### src/rtl/arp_pkg.sv
// Shared types, codes and helpers of the held-pool arpeggiator.
`timescale 1ns / 1ps

package arp_pkg;

  localparam int KEY_W      = 7;
  localparam int NOTE_W     = 8;
  localparam int VEL_W      = 7;
  localparam int NOW_W      = 16;
  localparam int TICK_W     = 18;
  localparam int STEP_W     = 32;
  localparam int GATE_W     = 9;
  localparam int SPAN_W     = 4;
  localparam int CMD_W      = 2;
  localparam int CFG_IDX_W  = 3;
  localparam int CFG_DATA_W = 9;

  // remainder width: covers octave spans up to 15 and pool counts up to 16
  localparam int DIV_W      = 5;
  // remainder unit retires two dividend bits a cycle
  localparam int DIV_STEPS  = STEP_W / 2;
  localparam int DIV_CNT_W  = $clog2(DIV_STEPS);

  localparam int SEMIS_PER_OCT = 12;

  // input commands
  localparam logic [CMD_W-1:0] CMD_TICK    = 2'd0;
  localparam logic [CMD_W-1:0] CMD_PRESS   = 2'd1;
  localparam logic [CMD_W-1:0] CMD_RELEASE = 2'd2;

  // arpeggio modes
  localparam logic [1:0] MODE_OFF   = 2'd0;
  localparam logic [1:0] MODE_UP    = 2'd1;
  localparam logic [1:0] MODE_CYCLE = 2'd2;

  // rate codes
  localparam logic [2:0] RATE_QUARTER   = 3'd0;
  localparam logic [2:0] RATE_EIGHTH    = 3'd1;
  localparam logic [2:0] RATE_SIXTEENTH = 3'd2;
  localparam logic [2:0] RATE_SIXT_TRIP = 3'd3;
  localparam logic [2:0] RATE_THIRTY2   = 3'd4;
  localparam logic [2:0] RATE_T32_TRIP  = 3'd5;

  // configuration register indexes
  localparam logic [CFG_IDX_W-1:0] CFG_ARP_MODE      = 3'd0;
  localparam logic [CFG_IDX_W-1:0] CFG_RATE_CODE     = 3'd1;
  localparam logic [CFG_IDX_W-1:0] CFG_GATE_Q8       = 3'd2;
  localparam logic [CFG_IDX_W-1:0] CFG_OCTAVE_SPAN   = 3'd3;
  localparam logic [CFG_IDX_W-1:0] CFG_NOTE_VELOCITY = 3'd4;

  typedef struct packed {
    logic [1:0]        arp_mode;
    logic [2:0]        rate_code;
    logic [GATE_W-1:0] gate_q8;
    logic [SPAN_W-1:0] octave_span;
    logic [VEL_W-1:0]  note_velocity;
  } arp_cfg_t;

  typedef enum logic [2:0] {
    ST_IDLE,
    ST_DISPATCH,
    ST_DIV,
    ST_NOTE_ON,
    ST_NOTE_OFF
  } arp_state_e;

  // controller to datapath
  typedef struct packed {
    logic latch;
    logic press;
    logic release_key;
    logic div_load;
    logic div_step;
    logic note_on;
    logic note_off;
  } arp_ctl_t;

  // datapath to controller
  typedef struct packed {
    logic [CMD_W-1:0] cmd;
    logic             tick_go;
    logic             on_due;
    logic             off_due;
    logic             off_after_on;
  } arp_status_t;

  // one restoring remainder step: shift in a dividend bit, subtract if it fits
  function automatic logic [DIV_W-1:0] rem_step(input logic [DIV_W-1:0] rem,
                                                input logic             b,
                                                input logic [DIV_W-1:0] d);
    logic [DIV_W:0] t;
    t = {rem, b};
    if (t >= {1'b0, d}) t = t - {1'b0, d};
    return t[DIV_W-1:0];
  endfunction

endpackage

### src/rtl/arp_cfg_regs.sv
// Configuration register file of the arpeggiator.
`timescale 1ns / 1ps

module arp_cfg_regs
  import arp_pkg::*;
(
  input  logic                  clk_i,
  input  logic                  rst_ni,
  input  logic                  cfg_we_i,
  input  logic [CFG_IDX_W-1:0]  cfg_idx_i,
  input  logic [CFG_DATA_W-1:0] cfg_data_i,
  output arp_cfg_t              cfg_o
);

  arp_cfg_t cfg_q, cfg_d;

  always_comb begin
    cfg_d = cfg_q;
    if (cfg_we_i) begin
      unique case (cfg_idx_i)
        CFG_ARP_MODE:      cfg_d.arp_mode      = cfg_data_i[1:0];
        CFG_RATE_CODE:     cfg_d.rate_code     = cfg_data_i[2:0];
        CFG_GATE_Q8:       cfg_d.gate_q8       = cfg_data_i[GATE_W-1:0];
        CFG_OCTAVE_SPAN:   cfg_d.octave_span   = cfg_data_i[SPAN_W-1:0];
        CFG_NOTE_VELOCITY: cfg_d.note_velocity = cfg_data_i[VEL_W-1:0];
        default: ;
      endcase
    end
  end

  always_ff @(posedge clk_i or negedge rst_ni) begin
    if (!rst_ni) begin
      cfg_q.arp_mode      <= MODE_OFF;
      cfg_q.rate_code     <= RATE_SIXTEENTH;
      cfg_q.gate_q8       <= GATE_W'(205);
      cfg_q.octave_span   <= SPAN_W'(3);
      cfg_q.note_velocity <= VEL_W'(120);
    end else begin
      cfg_q <= cfg_d;
    end
  end

  assign cfg_o = cfg_q;

endmodule

### src/rtl/arp_ctrl.sv
// Sequencing state machine of the arpeggiator.
`timescale 1ns / 1ps

module arp_ctrl
  import arp_pkg::*;
(
  input  logic        clk_i,
  input  logic        rst_ni,
  input  logic        start_i,
  input  arp_status_t status_i,
  output arp_ctl_t    ctl_o,
  output logic        busy_o
);

  arp_state_e           state_q, state_d;
  logic [DIV_CNT_W-1:0] cnt_q, cnt_d;

  // next state
  always_comb begin
    state_d = state_q;
    cnt_d   = cnt_q;
    unique case (state_q)
      ST_IDLE: begin
        if (start_i) state_d = ST_DISPATCH;
      end
      ST_DISPATCH: begin
        state_d = ST_IDLE;
        if (status_i.cmd == CMD_TICK && status_i.tick_go && status_i.on_due) begin
          state_d = ST_DIV;
          cnt_d   = '0;
        end
      end
      ST_DIV: begin
        cnt_d = cnt_q + 1'b1;
        if (cnt_q == DIV_CNT_W'(DIV_STEPS - 1)) state_d = ST_NOTE_ON;
      end
      ST_NOTE_ON: begin
        state_d = status_i.off_after_on ? ST_NOTE_OFF : ST_IDLE;
      end
      ST_NOTE_OFF: state_d = ST_IDLE;
      default:     state_d = ST_IDLE;
    endcase
  end

  // outputs
  always_comb begin
    ctl_o = '0;
    unique case (state_q)
      ST_IDLE: ctl_o.latch = start_i;
      ST_DISPATCH: begin
        case (status_i.cmd)
          CMD_PRESS:   ctl_o.press       = 1'b1;
          CMD_RELEASE: ctl_o.release_key = 1'b1;
          CMD_TICK: begin
            if (status_i.tick_go) begin
              if (status_i.on_due)       ctl_o.div_load = 1'b1;
              else if (status_i.off_due) ctl_o.note_off = 1'b1;
            end
          end
          default: ;
        endcase
      end
      ST_DIV:      ctl_o.div_step = 1'b1;
      ST_NOTE_ON:  ctl_o.note_on  = 1'b1;
      ST_NOTE_OFF: ctl_o.note_off = 1'b1;
      default: ;
    endcase
  end

  always_ff @(posedge clk_i or negedge rst_ni) begin
    if (!rst_ni) begin
      state_q <= ST_IDLE;
      cnt_q   <= '0;
    end else begin
      state_q <= state_d;
      cnt_q   <= cnt_d;
    end
  end

  assign busy_o = (state_q != ST_IDLE);

endmodule

### src/rtl/arp_datapath.sv
// Held pool, voice state, remainder unit and result register.
`timescale 1ns / 1ps

module arp_datapath
  import arp_pkg::*;
#(
  parameter int POOL_DEPTH        = 8,
  parameter int TICKS_PER_QUARTER = 96
) (
  input  logic              clk_i,
  input  logic              rst_ni,
  input  arp_cfg_t          cfg_i,
  input  arp_ctl_t          ctl_i,
  input  logic [CMD_W-1:0]  cmd_i,
  input  logic [KEY_W-1:0]  key_note_i,
  input  logic [NOW_W-1:0]  tick_now_i,
  output arp_status_t       status_o,
  output logic              out_valid_o,
  output logic [NOTE_W-1:0] out_note_o,
  output logic [VEL_W-1:0]  out_velocity_o,
  output logic              last_of_run_o
);

  localparam int CNT_W = $clog2(POOL_DEPTH + 1);
  localparam int IDX_W = (POOL_DEPTH > 1) ? $clog2(POOL_DEPTH) : 1;
  localparam int IV_W  = $clog2(TICKS_PER_QUARTER + 1);
  localparam int PR_W  = IV_W + GATE_W;

  localparam int IvQuarter = TICKS_PER_QUARTER;
  localparam int IvEighth  = TICKS_PER_QUARTER / 2;
  localparam int IvSixt    = TICKS_PER_QUARTER / 4;
  localparam int IvSixtTr  = TICKS_PER_QUARTER / 6;
  localparam int IvThirty2 = TICKS_PER_QUARTER / 8;
  localparam int IvT32Tr   = TICKS_PER_QUARTER / 12;

  // held pool: entries at or above the count take no part in a lookup
  logic [KEY_W-1:0] pool_q [POOL_DEPTH];
  logic [KEY_W-1:0] pool_d [POOL_DEPTH];
  logic [KEY_W-1:0] pool_nx [POOL_DEPTH];

  logic [CNT_W-1:0]  count_q, count_d;
  logic              armed_q, armed_d;
  logic              sounding_q, sounding_d;
  logic [STEP_W-1:0] step_q, step_d;
  logic [TICK_W-1:0] due_q, due_d;
  logic [TICK_W-1:0] rel_q, rel_d;
  logic [NOTE_W-1:0] snote_q, snote_d;

  // latched beat
  logic [CMD_W-1:0]  cmd_q;
  logic [KEY_W-1:0]  key_q;
  logic [NOW_W-1:0]  now_q;

  // remainder unit
  logic [STEP_W-1:0] sh_q;
  logic [DIV_W-1:0]  rem_q;
  logic [DIV_W-1:0]  divisor;
  logic [DIV_W-1:0]  rem_mid;

  logic [PR_W-1:0]   prod_q;
  logic [IV_W-1:0]   iv;

  logic              out_valid_q, out_valid_d;
  logic [NOTE_W-1:0] out_note_q, out_note_d;
  logic [VEL_W-1:0]  out_vel_q, out_vel_d;
  logic              out_last_q, out_last_d;

  logic [POOL_DEPTH-1:0] match;
  logic [POOL_DEPTH-1:0] shift_en;
  logic                  hit, full, mode_on;
  logic [CNT_W-1:0]      count_rm;
  logic [TICK_W-1:0]     now_x, new_rel;
  logic [NOTE_W-1:0]     note_sel, oct_add;

  assign mode_on = (cfg_i.arp_mode == MODE_UP) || (cfg_i.arp_mode == MODE_CYCLE);
  assign now_x   = TICK_W'(now_q);

  always_comb begin
    unique case (cfg_i.rate_code)
      RATE_QUARTER:   iv = IV_W'(IvQuarter);
      RATE_EIGHTH:    iv = IV_W'(IvEighth);
      RATE_SIXT_TRIP: iv = IV_W'(IvSixtTr);
      RATE_THIRTY2:   iv = IV_W'(IvThirty2);
      RATE_T32_TRIP:  iv = IV_W'(IvT32Tr);
      default:        iv = IV_W'(IvSixt);
    endcase
  end

  // gate product; the user must keep the config steady while an item is in flight, the block does not enforce it
  always_ff @(posedge clk_i) begin
    prod_q <= PR_W'(iv) * PR_W'(cfg_i.gate_q8);
  end

  assign new_rel = now_x + TICK_W'(prod_q[PR_W-1:8]);

  // pool lookup
  for (genvar i = 0; i < POOL_DEPTH; i++) begin : g_match
    assign match[i] = (CNT_W'(i) < count_q) && (pool_q[i] == key_q);
    if (i < POOL_DEPTH - 1) begin : g_up
      assign pool_nx[i] = pool_q[i + 1];
    end else begin : g_top
      assign pool_nx[i] = pool_q[i];
    end
  end

  always_comb begin
    logic acc;
    acc = 1'b0;
    for (int j = 0; j < POOL_DEPTH; j++) begin
      acc         = acc | match[j];
      shift_en[j] = acc;
    end
  end

  assign hit      = |match;
  assign full     = (count_q == CNT_W'(POOL_DEPTH));
  assign count_rm = hit ? count_q - 1'b1 : count_q;

  // remainder divisor: octave span (0 acts as 1) or pool size
  assign divisor = (cfg_i.arp_mode == MODE_UP) ?
                   ((cfg_i.octave_span == '0) ? DIV_W'(1) : DIV_W'(cfg_i.octave_span)) :
                   DIV_W'(count_q);
  assign rem_mid = rem_step(rem_q, sh_q[STEP_W-1], divisor);

  // octave offset = rem * 12
  assign oct_add  = NOTE_W'({rem_q, 3'b000}) + NOTE_W'({rem_q, 2'b00});
  assign note_sel = (cfg_i.arp_mode == MODE_UP) ?
                    NOTE_W'(pool_q[0]) + oct_add :
                    NOTE_W'(pool_q[rem_q[IDX_W-1:0]]);

  always_comb begin
    pool_d      = pool_q;
    count_d     = count_q;
    armed_d     = armed_q;
    sounding_d  = sounding_q;
    step_d      = step_q;
    due_d       = due_q;
    rel_d       = rel_q;
    snote_d     = snote_q;
    out_valid_d = 1'b0;
    out_note_d  = out_note_q;
    out_vel_d   = out_vel_q;
    out_last_d  = out_last_q;

    if (ctl_i.press && mode_on) begin
      if (!hit && !full) begin
        pool_d[count_q[IDX_W-1:0]] = key_q;
        count_d = count_q + 1'b1;
      end
      armed_d    = 1'b1;
      sounding_d = 1'b0;
      step_d     = '0;
      due_d      = now_x;
      rel_d      = '0;
    end

    if (ctl_i.release_key) begin
      for (int j = 0; j < POOL_DEPTH; j++) begin
        if (shift_en[j]) pool_d[j] = pool_nx[j];
      end
      count_d = count_rm;
      if (sounding_q && armed_q) begin
        out_valid_d = 1'b1;
        out_note_d  = snote_q;
        out_vel_d   = '0;
        out_last_d  = 1'b1;
        sounding_d  = 1'b0;
      end
      if (count_rm == '0) armed_d = 1'b0;
    end

    if (ctl_i.note_on) begin
      out_valid_d = 1'b1;
      out_note_d  = note_sel;
      out_vel_d   = cfg_i.note_velocity;
      out_last_d  = !(now_x >= new_rel);
      snote_d     = note_sel;
      sounding_d  = 1'b1;
      rel_d       = new_rel;
      due_d       = now_x + TICK_W'(iv);
      step_d      = step_q + 1'b1;
    end

    if (ctl_i.note_off) begin
      out_valid_d = 1'b1;
      out_note_d  = snote_q;
      out_vel_d   = '0;
      out_last_d  = 1'b1;
      sounding_d  = 1'b0;
    end
  end

  always_ff @(posedge clk_i or negedge rst_ni) begin
    if (!rst_ni) begin
      count_q     <= '0;
      armed_q     <= 1'b0;
      sounding_q  <= 1'b0;
      step_q      <= '0;
      due_q       <= '0;
      rel_q       <= '0;
      snote_q     <= '0;
      out_valid_q <= 1'b0;
    end else begin
      count_q     <= count_d;
      armed_q     <= armed_d;
      sounding_q  <= sounding_d;
      step_q      <= step_d;
      due_q       <= due_d;
      rel_q       <= rel_d;
      snote_q     <= snote_d;
      out_valid_q <= out_valid_d;
    end
  end

  // payload registers, no reset
  always_ff @(posedge clk_i) begin
    pool_q     <= pool_d;
    out_note_q <= out_note_d;
    out_vel_q  <= out_vel_d;
    out_last_q <= out_last_d;
    if (ctl_i.latch) begin
      cmd_q <= cmd_i;
      key_q <= key_note_i;
      now_q <= tick_now_i;
    end
    if (ctl_i.div_load) begin
      sh_q  <= step_q;
      rem_q <= '0;
    end else if (ctl_i.div_step) begin
      sh_q  <= {sh_q[STEP_W-3:0], 2'b00};
      rem_q <= rem_step(rem_mid, sh_q[STEP_W-2], divisor);
    end
  end

  assign status_o.cmd          = cmd_q;
  assign status_o.tick_go      = armed_q && (count_q != '0) && mode_on;
  assign status_o.on_due       = !sounding_q && (now_x >= due_q);
  assign status_o.off_due      = sounding_q && (now_x >= rel_q);
  assign status_o.off_after_on = (now_x >= new_rel);

  assign out_valid_o    = out_valid_q;
  assign out_note_o     = out_note_q;
  assign out_velocity_o = out_vel_q;
  assign last_of_run_o  = out_last_q;

endmodule

### src/rtl/arpeggiator_held_pool.sv
// Top level of the monophonic held-pool arpeggiator.
// Order: a release or note-off result is registered out of the dispatch state; a note-on
//   follows the remainder unit, and a same-tick note-off comes out in the next cycle.
// Busy: a beat is taken only while the block is idle, and a note-on tick also runs the
//   two-bits-a-cycle remainder unit before the block is idle again.
// Results go out as single-cycle strobes; the receiver cannot stall.
// Reset (rst_ni low, async) empties the pool, silences the voice, restores config defaults.
`timescale 1ns / 1ps

module arpeggiator_held_pool
  import arp_pkg::*;
#(
  parameter int POOL_DEPTH        = 8,
  parameter int TICKS_PER_QUARTER = 96
) (
  input  logic                  clk_i,
  input  logic                  rst_ni,
  // command channel
  input  logic                  start_i,
  output logic                  busy_o,
  input  logic [CMD_W-1:0]      cmd_i,
  input  logic [KEY_W-1:0]      key_note_i,
  input  logic [NOW_W-1:0]      tick_now_i,
  // configuration write port
  input  logic                  cfg_we_i,
  input  logic [CFG_IDX_W-1:0]  cfg_idx_i,
  input  logic [CFG_DATA_W-1:0] cfg_data_i,
  // result strobe
  output logic                  out_valid_o,
  output logic [NOTE_W-1:0]     out_note_o,
  output logic [VEL_W-1:0]      out_velocity_o,
  output logic                  last_of_run_o
);

  arp_cfg_t    cfg;
  arp_ctl_t    ctl;
  arp_status_t status;

  // register file: the user must write it only while the block is idle; the block does not enforce this
  arp_cfg_regs u_cfg (
    .clk_i      (clk_i),
    .rst_ni     (rst_ni),
    .cfg_we_i   (cfg_we_i),
    .cfg_idx_i  (cfg_idx_i),
    .cfg_data_i (cfg_data_i),
    .cfg_o      (cfg)
  );

  // controller: latch the beat, dispatch on the command, run the remainder
  // unit for note selection, then emit note-on and optional note-off
  arp_ctrl u_ctrl (
    .clk_i    (clk_i),
    .rst_ni   (rst_ni),
    .start_i  (start_i),
    .status_i (status),
    .ctl_o    (ctl),
    .busy_o   (busy_o)
  );

  // datapath: pool, voice timing, step remainder and output register
  arp_datapath #(
    .POOL_DEPTH        (POOL_DEPTH),
    .TICKS_PER_QUARTER (TICKS_PER_QUARTER)
  ) u_dp (
    .clk_i          (clk_i),
    .rst_ni         (rst_ni),
    .cfg_i          (cfg),
    .ctl_i          (ctl),
    .cmd_i          (cmd_i),
    .key_note_i     (key_note_i),
    .tick_now_i     (tick_now_i),
    .status_o       (status),
    .out_valid_o    (out_valid_o),
    .out_note_o     (out_note_o),
    .out_velocity_o (out_velocity_o),
    .last_of_run_o  (last_of_run_o)
  );

  // an accepted beat always makes the block busy next cycle
  a_accept_busy: assert property (@(posedge clk_i) disable iff (!rst_ni)
    (start_i && !busy_o) |=> busy_o)
    else $error("accepted beat did not start work");

  // every result comes out of work in progress
  a_result_from_work: assert property (@(posedge clk_i) disable iff (!rst_ni)
    out_valid_o |-> $past(busy_o))
    else $error("result strobe without preceding work");

  // a note-on that is not last is followed at once by its note-off
  a_pair_follows: assert property (@(posedge clk_i) disable iff (!rst_ni)
    (out_valid_o && !last_of_run_o) |=> (out_valid_o && last_of_run_o &&
                                         out_velocity_o == '0))
    else $error("note-off missing after non-final note-on");

  // the final result of a run is never directly followed by another
  a_last_gap: assert property (@(posedge clk_i) disable iff (!rst_ni)
    (out_valid_o && last_of_run_o) |=> !out_valid_o)
    else $error("result straight after end of run");

endmodule

### config.mk
export PLATFORM = sky130hd
export DESIGN_NAME = arpeggiator_held_pool
export DESIGN_NICKNAME = d
export VERILOG_FILES = /design/src/rtl/arp_pkg.sv /design/src/rtl/arp_cfg_regs.sv /design/src/rtl/arp_ctrl.sv /design/src/rtl/arp_datapath.sv /design/src/rtl/arpeggiator_held_pool.sv
export SDC_FILE = /design/constraint.sdc
export NUM_CORES = 1
export LEC_CHECK = 0
export ABC_AREA = 1
export BUFFER_PORTS_ARGS = -buffer_cell sky130_fd_sc_hd__buf_2
export CORE_MARGIN = 5
export CORE_UTILIZATION = 60
export CTS_CLUSTER_SIZE = 10
export DETAILED_ROUTE_END_ITERATION = 7
export PLACE_DENSITY_LB_ADDON = 0.05
export SETUP_SLACK_MARGIN = 0.15
export SYNTH_ARGS = -nofsm -noshare
export SYNTH_HDL_FRONTEND = slang
export SYNTH_SLANG_ARGS = --single-unit
### constraint.sdc
create_clock -name clk_i -period 8.5 [get_ports clk_i]
set_clock_uncertainty 0.15 [all_clocks]
set_input_delay 0.425 -clock clk_i [delete_from_list [all_inputs] [get_ports clk_i]]
set_output_delay 0.425 -clock clk_i [all_outputs]
set_load 0.01 [all_outputs]
**After elaboration in Yosys (flattened, before gate mapping)**

Cells that the tools add are included.

- Add/sub/neg operators: 10
- Multiply operators: 1
- Magnitude comparators: 16
- Equal/unequal tests: 30
- Muxes and demuxes: 78
- Bitwise operators: 9
- Reduce and logical (&&, ||, !) cells: 51

Operators with widths:

| cell | number |
|---|---|
| 2-to-1 mux 56 bit | 3 |
| 2-to-1 mux 32 bit | 4 |
| 2-to-1 mux 7 bit | 14 |
| 2-to-1 mux 18 bit | 4 |
| bitwise mux 56 bit | 1 |
| == test 7 bit | 8 |
| greater-or-equal comparator 16 x 18 -> 1 bit | 3 |
| 2-to-1 mux 8 bit | 5 |
| case mux 7 bit (5 select lines) | 1 |
| adder 32 x 1 -> 32 bit (second input constant) | 1 |
| 2-to-1 mux 1 bit | 27 |
| 2-to-1 mux 4 bit | 6 |
| binary-select mux 7 bit (select 3 bit) | 1 |
| demux 7 bit (select 3 bit) | 1 |
| AND reduction 2 bit | 10 |
| logical AND 1 bit | 18 |
| adder 16 x 7 -> 17 bit | 1 |
| adder 16 x 8 -> 17 bit | 1 |
| < comparator 3 x 4 -> 1 bit (first input constant) | 4 |
| multiplier 7 x 9 -> 16 bit | 1 |
| == test 3 x 2 -> 1 bit (second input constant) | 5 |
| 2-to-1 mux 5 bit | 3 |
| nonzero test 2 bit | 7 |
| == test 3 bit (second input constant) | 4 |
| 31 further kinds | 62 |

- Register bits after elaboration: 265
- Input bits: 41
- Output and inout port bits: 18

**Longest topological paths before layout**

- Depth after elaboration: 12
- Depth in mapped cells: 22
- Mapped depth without buffers: 21

**Modules after synthesis**

From an unflattened synthesis, not the netlist that was laid out.

- Cell total of the unflattened synthesis: 2121
- Area, all modules: 16331.9 um2

By module, submodules not included:

| module | times used | cells each | area each (um2) | sequential area each (um2) |
|---|---|---|---|---|
| arp_datapath | 1 | 1942 | 14820.5 | 5590.4 |
| arp_cfg_regs | 1 | 119 | 1068.5 | 640.6 |
| arp_ctrl | 1 | 60 | 442.9 | 175.2 |

**Worst setup path before layout**

No wires, ideal clock.

- Path type: flip-flop to flip-flop
- Start: register u_cfg.cfg_q, in the netlist u_cfg.cfg_o[20]
- End: register u_dp.prod_q[15]
- Library setup time: 0.127 ns
- Data arrival time: 3.802 ns
- Path slack: 4.421 ns
- Cell stages (with the launch flop): 14
- Buffers on the path: 0
- Clock period less this slack: 4.079 ns
- Path through: dfrtp_1 > nor3_1 > inv_1 > nor2_1 > fa_1 > fa_1 > fa_1 > ha_1 > ha_1 > a21oi_1 > o21ai_0 > a211oi_1 > o21ai_0 > xor2_1

- Longest elaborated chain between the ends: 3
- Elaborated cells on any way between the ends: 7
- Classes of those cells: mul (1); eq/ne (4); mux (1); reduce/logical (1)

Ends and longest elaborated chain:

| what | line | RTL |
|---|---|---|
| start: declaration | arp_cfg_regs.sv:15 | `arp_cfg_t cfg_q, cfg_d;` |
| start signal: assignment | arp_cfg_regs.sv:39 | `cfg_q <= cfg_d;` |
| == test 3 bit, or another cell as far along | arp_datapath.sv:79 | `unique case (cfg_i.rate_code)` |
| case mux 7 bit (5 select lines) (*) | arp_datapath.sv:79 |  |
| multiplier 7 x 9 -> 16 bit (*) | arp_datapath.sv:91 | `prod_q <= PR_W'(iv) * PR_W'(cfg_i.gate_q8);` |
| end signal: assignment | arp_datapath.sv:91 |  |
| end: declaration | arp_datapath.sv:60 | `logic [PR_W-1:0] prod_q;` |

Every way passes the cells marked *; elsewhere a longest branch is shown, timed or not.
A chain may end at the register's enable or synchronous reset.

**Worst setup path after layout**

- Start: register u_cfg.cfg_q, in the netlist u_cfg.cfg_o[22]
- End: register u_dp.prod_q[15]

The elaborated chain is that of the path after synthesis.

==> reports/metrics.yaml <==
status:
  status: "completed"
worst_setup_path:
  end_kind: "flip-flop"
  crit_top_cell: "fa_1"
  start_kind: "flip-flop"
  path_cells: "nor3_1, inv_1, nor2_1, fa_1, fa_1, fa_1, ha_1, ha_1, a21oi_1, o21ai_0, a211oi_1, o21ai_0, xor2_1"
  worstPathRequired_ns: 8.78
  worst_path_max_delay_cell: "nor3_1"
  crit_arrival_ns: 5.01
  rr_worst_depth: 13
  cp.depth: 13
  critPathBufInv: 1
  path_class: "reg2reg"
  crit_path_max_incr_delay_ns: 0.55
  crit_fanout: 6
  crit_family: "adder cells"
synth:
  synth_nets: 2286
  syn-instance-count: 2105
  ys_top_cells_by_area: "dfrtp_1, edfxtp_1, nand2_1, dfxtp_1, ha_1"
  synthSimpleGateAreaFrac_pct: 24.5
  muxShareOfSynthArea_pct: 0.0611
  synth_ff_type: "dfrtp_1"
  async_flop_share_pct: 44.3
  syn_area_sq_um: 16400
  ys_warn_count: 0
  synth-xor-area-share_pct: 3.53
  syn_avg_cell_area_sq_um: 7.78
  synth_seq_area_share_pct: 39.1
  synth_top_area_share_pct: 15.4
  ys_ff_latch: 255
  yosysUniqueCellTypes: 61
  synth_top_family_by_area: "simple AND/OR/NAND/NOR gates"
  synth_compound_area_share_pct: 11.7
  synth_edf_count: 72
  yosysTopAreaCell: "dfrtp_1"
  synth_fa_ha_area_share_pct: 12.1
cts:
  tritoncts: "yes"
  clk-insertion-delay-late_ns: 0.56
  clockBufferDepth: 3
  cts.clk_slew.worst_paths_ns: 0.06
  cts_resized: 0
  root_buffer: "clkbuf_16"
  cts_max_level: 1
  numCtsBuffers: 30
  cts_num_sinks: 255
placed_design:
  place_congestion: 0.933
  io_buffers: 58
  dp_hpwl_microns: 29700
grt:
  grt_pass1_wl_microns: 69200
  met3_usage_pct: 3.42
  grt_overflow_total: 0
  use_met1_pct: 35.7
  antenna_found_initial: 0
  grt_most_used_layer: "met2"
  met2_usage_pct: 47.1
  grt_start_max_net_pins: 58
  gr-usage-all-layers_pct: 27.1
  grt_pass1_vias: 13900
die:
  die_w_microns: 175
  die_height_microns: 175
  ios: 59
  core_sq_um: 26900
  start_util_pct: 60.9
  core.rowCount: 60
  dieArea_sq_um: 30700
route:
  avgViaCountPerCell: 5.59
  post_drt_wl_per_cell_microns: 16.3
  via_count: 14200
  drt_iter0_drc: 1005
  drtPass1Iterations: 5
  ant_nets: 0
  drc: 0
  wl_microns: 41600
job:
  drv_cap: 0
pwr:
  leakagePower_nw: 8.80
  finalPower_mw: 5.54
  vdd_ir_drop_max_v: 0.000253
  p_per_area_nw_per_um2: 307
min_path:
  hold_depth: 3
  worstHoldPathType: "in2reg"
timing:
  slew_headroom_pct: 29.7
  fmaxAchievable_ghz: 0.212
  fin_setup_tns_ns: 0
  fin_crit_sh_pct: 55.6
  rsz0062_at_grt: "no"
  min_period_ns: 4.73
  timing.final.hold_violations: 0
  setup_viol: 0
  maxSlewViolCount: 0
  worst_pin_slew_ns: 1.05
final_layout:
  fill_cells: 2352
  drive_gt1_share_pct: 7.35
  area_growth_syn_to_layout_pct: 10.3
  antennaDiodeCount: 0
  final_nets: 2361
  layout_commonest_cell: "nand2_1"
  utilization_pct: 67.2
  layout_common_cells: "nand2_1, inv_1, nor2_1"
[report_power, final]
| part | internal (mW) | switching, mW | leakage, nW | total [mW] |
|---|---|---|---|---|
| registers | 1.58 | 0.270 | 2.71 | 1.85 |
| logic | 0.955 | 1.54 | 5.66 | 2.49 |
| clock network | 0.700 | 0.501 | 0.432 | 1.20 |
[layer usage]
layer	vias to the layer above	share of wire (%)
met4	0	2.7
met1	6717	43
met2	402	49
li1	6999	-
met3	99	5.0
met5	-	0
[cell usage after synthesis, types with 12 or more instances]
master and n:
a21oi_1 87, a22oi_1 14, buf_6 13, clkbuf_1 30, dfrtp_1 101, dfstp_2 12, dfxtp_1 70, edfxtp_1 72
fa_1 30, ha_1 110, inv_1 284, nand2_1 553, nand3_1 102, nand4_1 32, nor2_1 188, nor3_1 27
o21ai_0 154, o21ai_1 19, o22ai_1 22, xnor2_1 37, xor2_1 29
[timing repair]
item	CTS	global route
hold buffers	31	0
endpoints found under the hold margin	80	0
buffers inserted	0	0
[path summary, 6_finish.rpt]
kind	start	to	slack (ns)
setup / recovery	u_cfg.cfg_o[22]$_DFFE_PN0P_	u_dp.prod_q[15]$_DFF_P_	3.77
hold / removal	cfg_data_i[2]	u_cfg.cfg_o[13]$_DFFE_PN1P_	0.06
setup reg to reg	u_cfg.cfg_o[22]$_DFFE_PN0P_	u_dp.prod_q[15]$_DFF_P_	3.77
hold reg to reg	u_dp.due_q[12]$_DFFE_PN0P_	u_dp.due_q[12]$_DFFE_PN0P_	0.34
max in group asynchronous	rst_ni	u_dp.rel_q[8]$_DFFE_PN0P_	6.54
min in group asynchronous	rst_ni	u_dp.snote_q[1]$_DFFE_PN0P_	0.36
[metrics by stage]
stage	hold WS (ns)	area (sq um)	std cells	setup WS (ns)
2_1_floorplan	-0.0206	16400	2105	4.42
3_3_place_gp	0.312	16800	2458	4.00
3_5_place_dp	0.315	16800	2458	3.85
4_1_cts	0.0498	18100	2545	3.80
5_1_grt	0.0717	18100	2545	3.52
6_report	0.0620	18100	2545	3.77
[kinds of logic after synthesis]
group	count (synthesis)
mux	1
fa+ha+maj	140
compound gates	344
buf+inv	359
xor+xnor	66
simple gates	940
flops	255
[worst reg2reg max path, delay by kind of cell (launching register included)]
family	cells	cell delay [ns]
fa+ha+maj	5	2.14
simple gates	2	0.79
xor+xnor	1	0.16
buf+inv	1	0.27
compound gates	4	0.66
flops	1	0.42
[state kept, by name, indices dropped and copies added (netlist names), 8 cells and up]
signal	cells
u_cfg.cfg_o	25
u_dp.due_q	17
u_dp.now_q	16
u_dp.out_note_o	8
u_dp.pool_nx	49
u_dp.prod_q	8
u_dp.rel_q	17
u_dp.sh_q	32
u_dp.snote_q	8
u_dp.step_q	32
[cell type report]
cell class              count  area (sq um)  share of cell area, %
repair buffers            100           686                   3.80
clock inverters             1          5.00                 0.0277
multi-input cells        1491          8500                   47.1
clock buffers              55           896                   4.96
inverters                 302          1140                   6.31
flip-flops and latches    255          6410                   35.5
well taps                 341           427                   2.36
No activity file was read; power rests on OpenSTA's default activity.
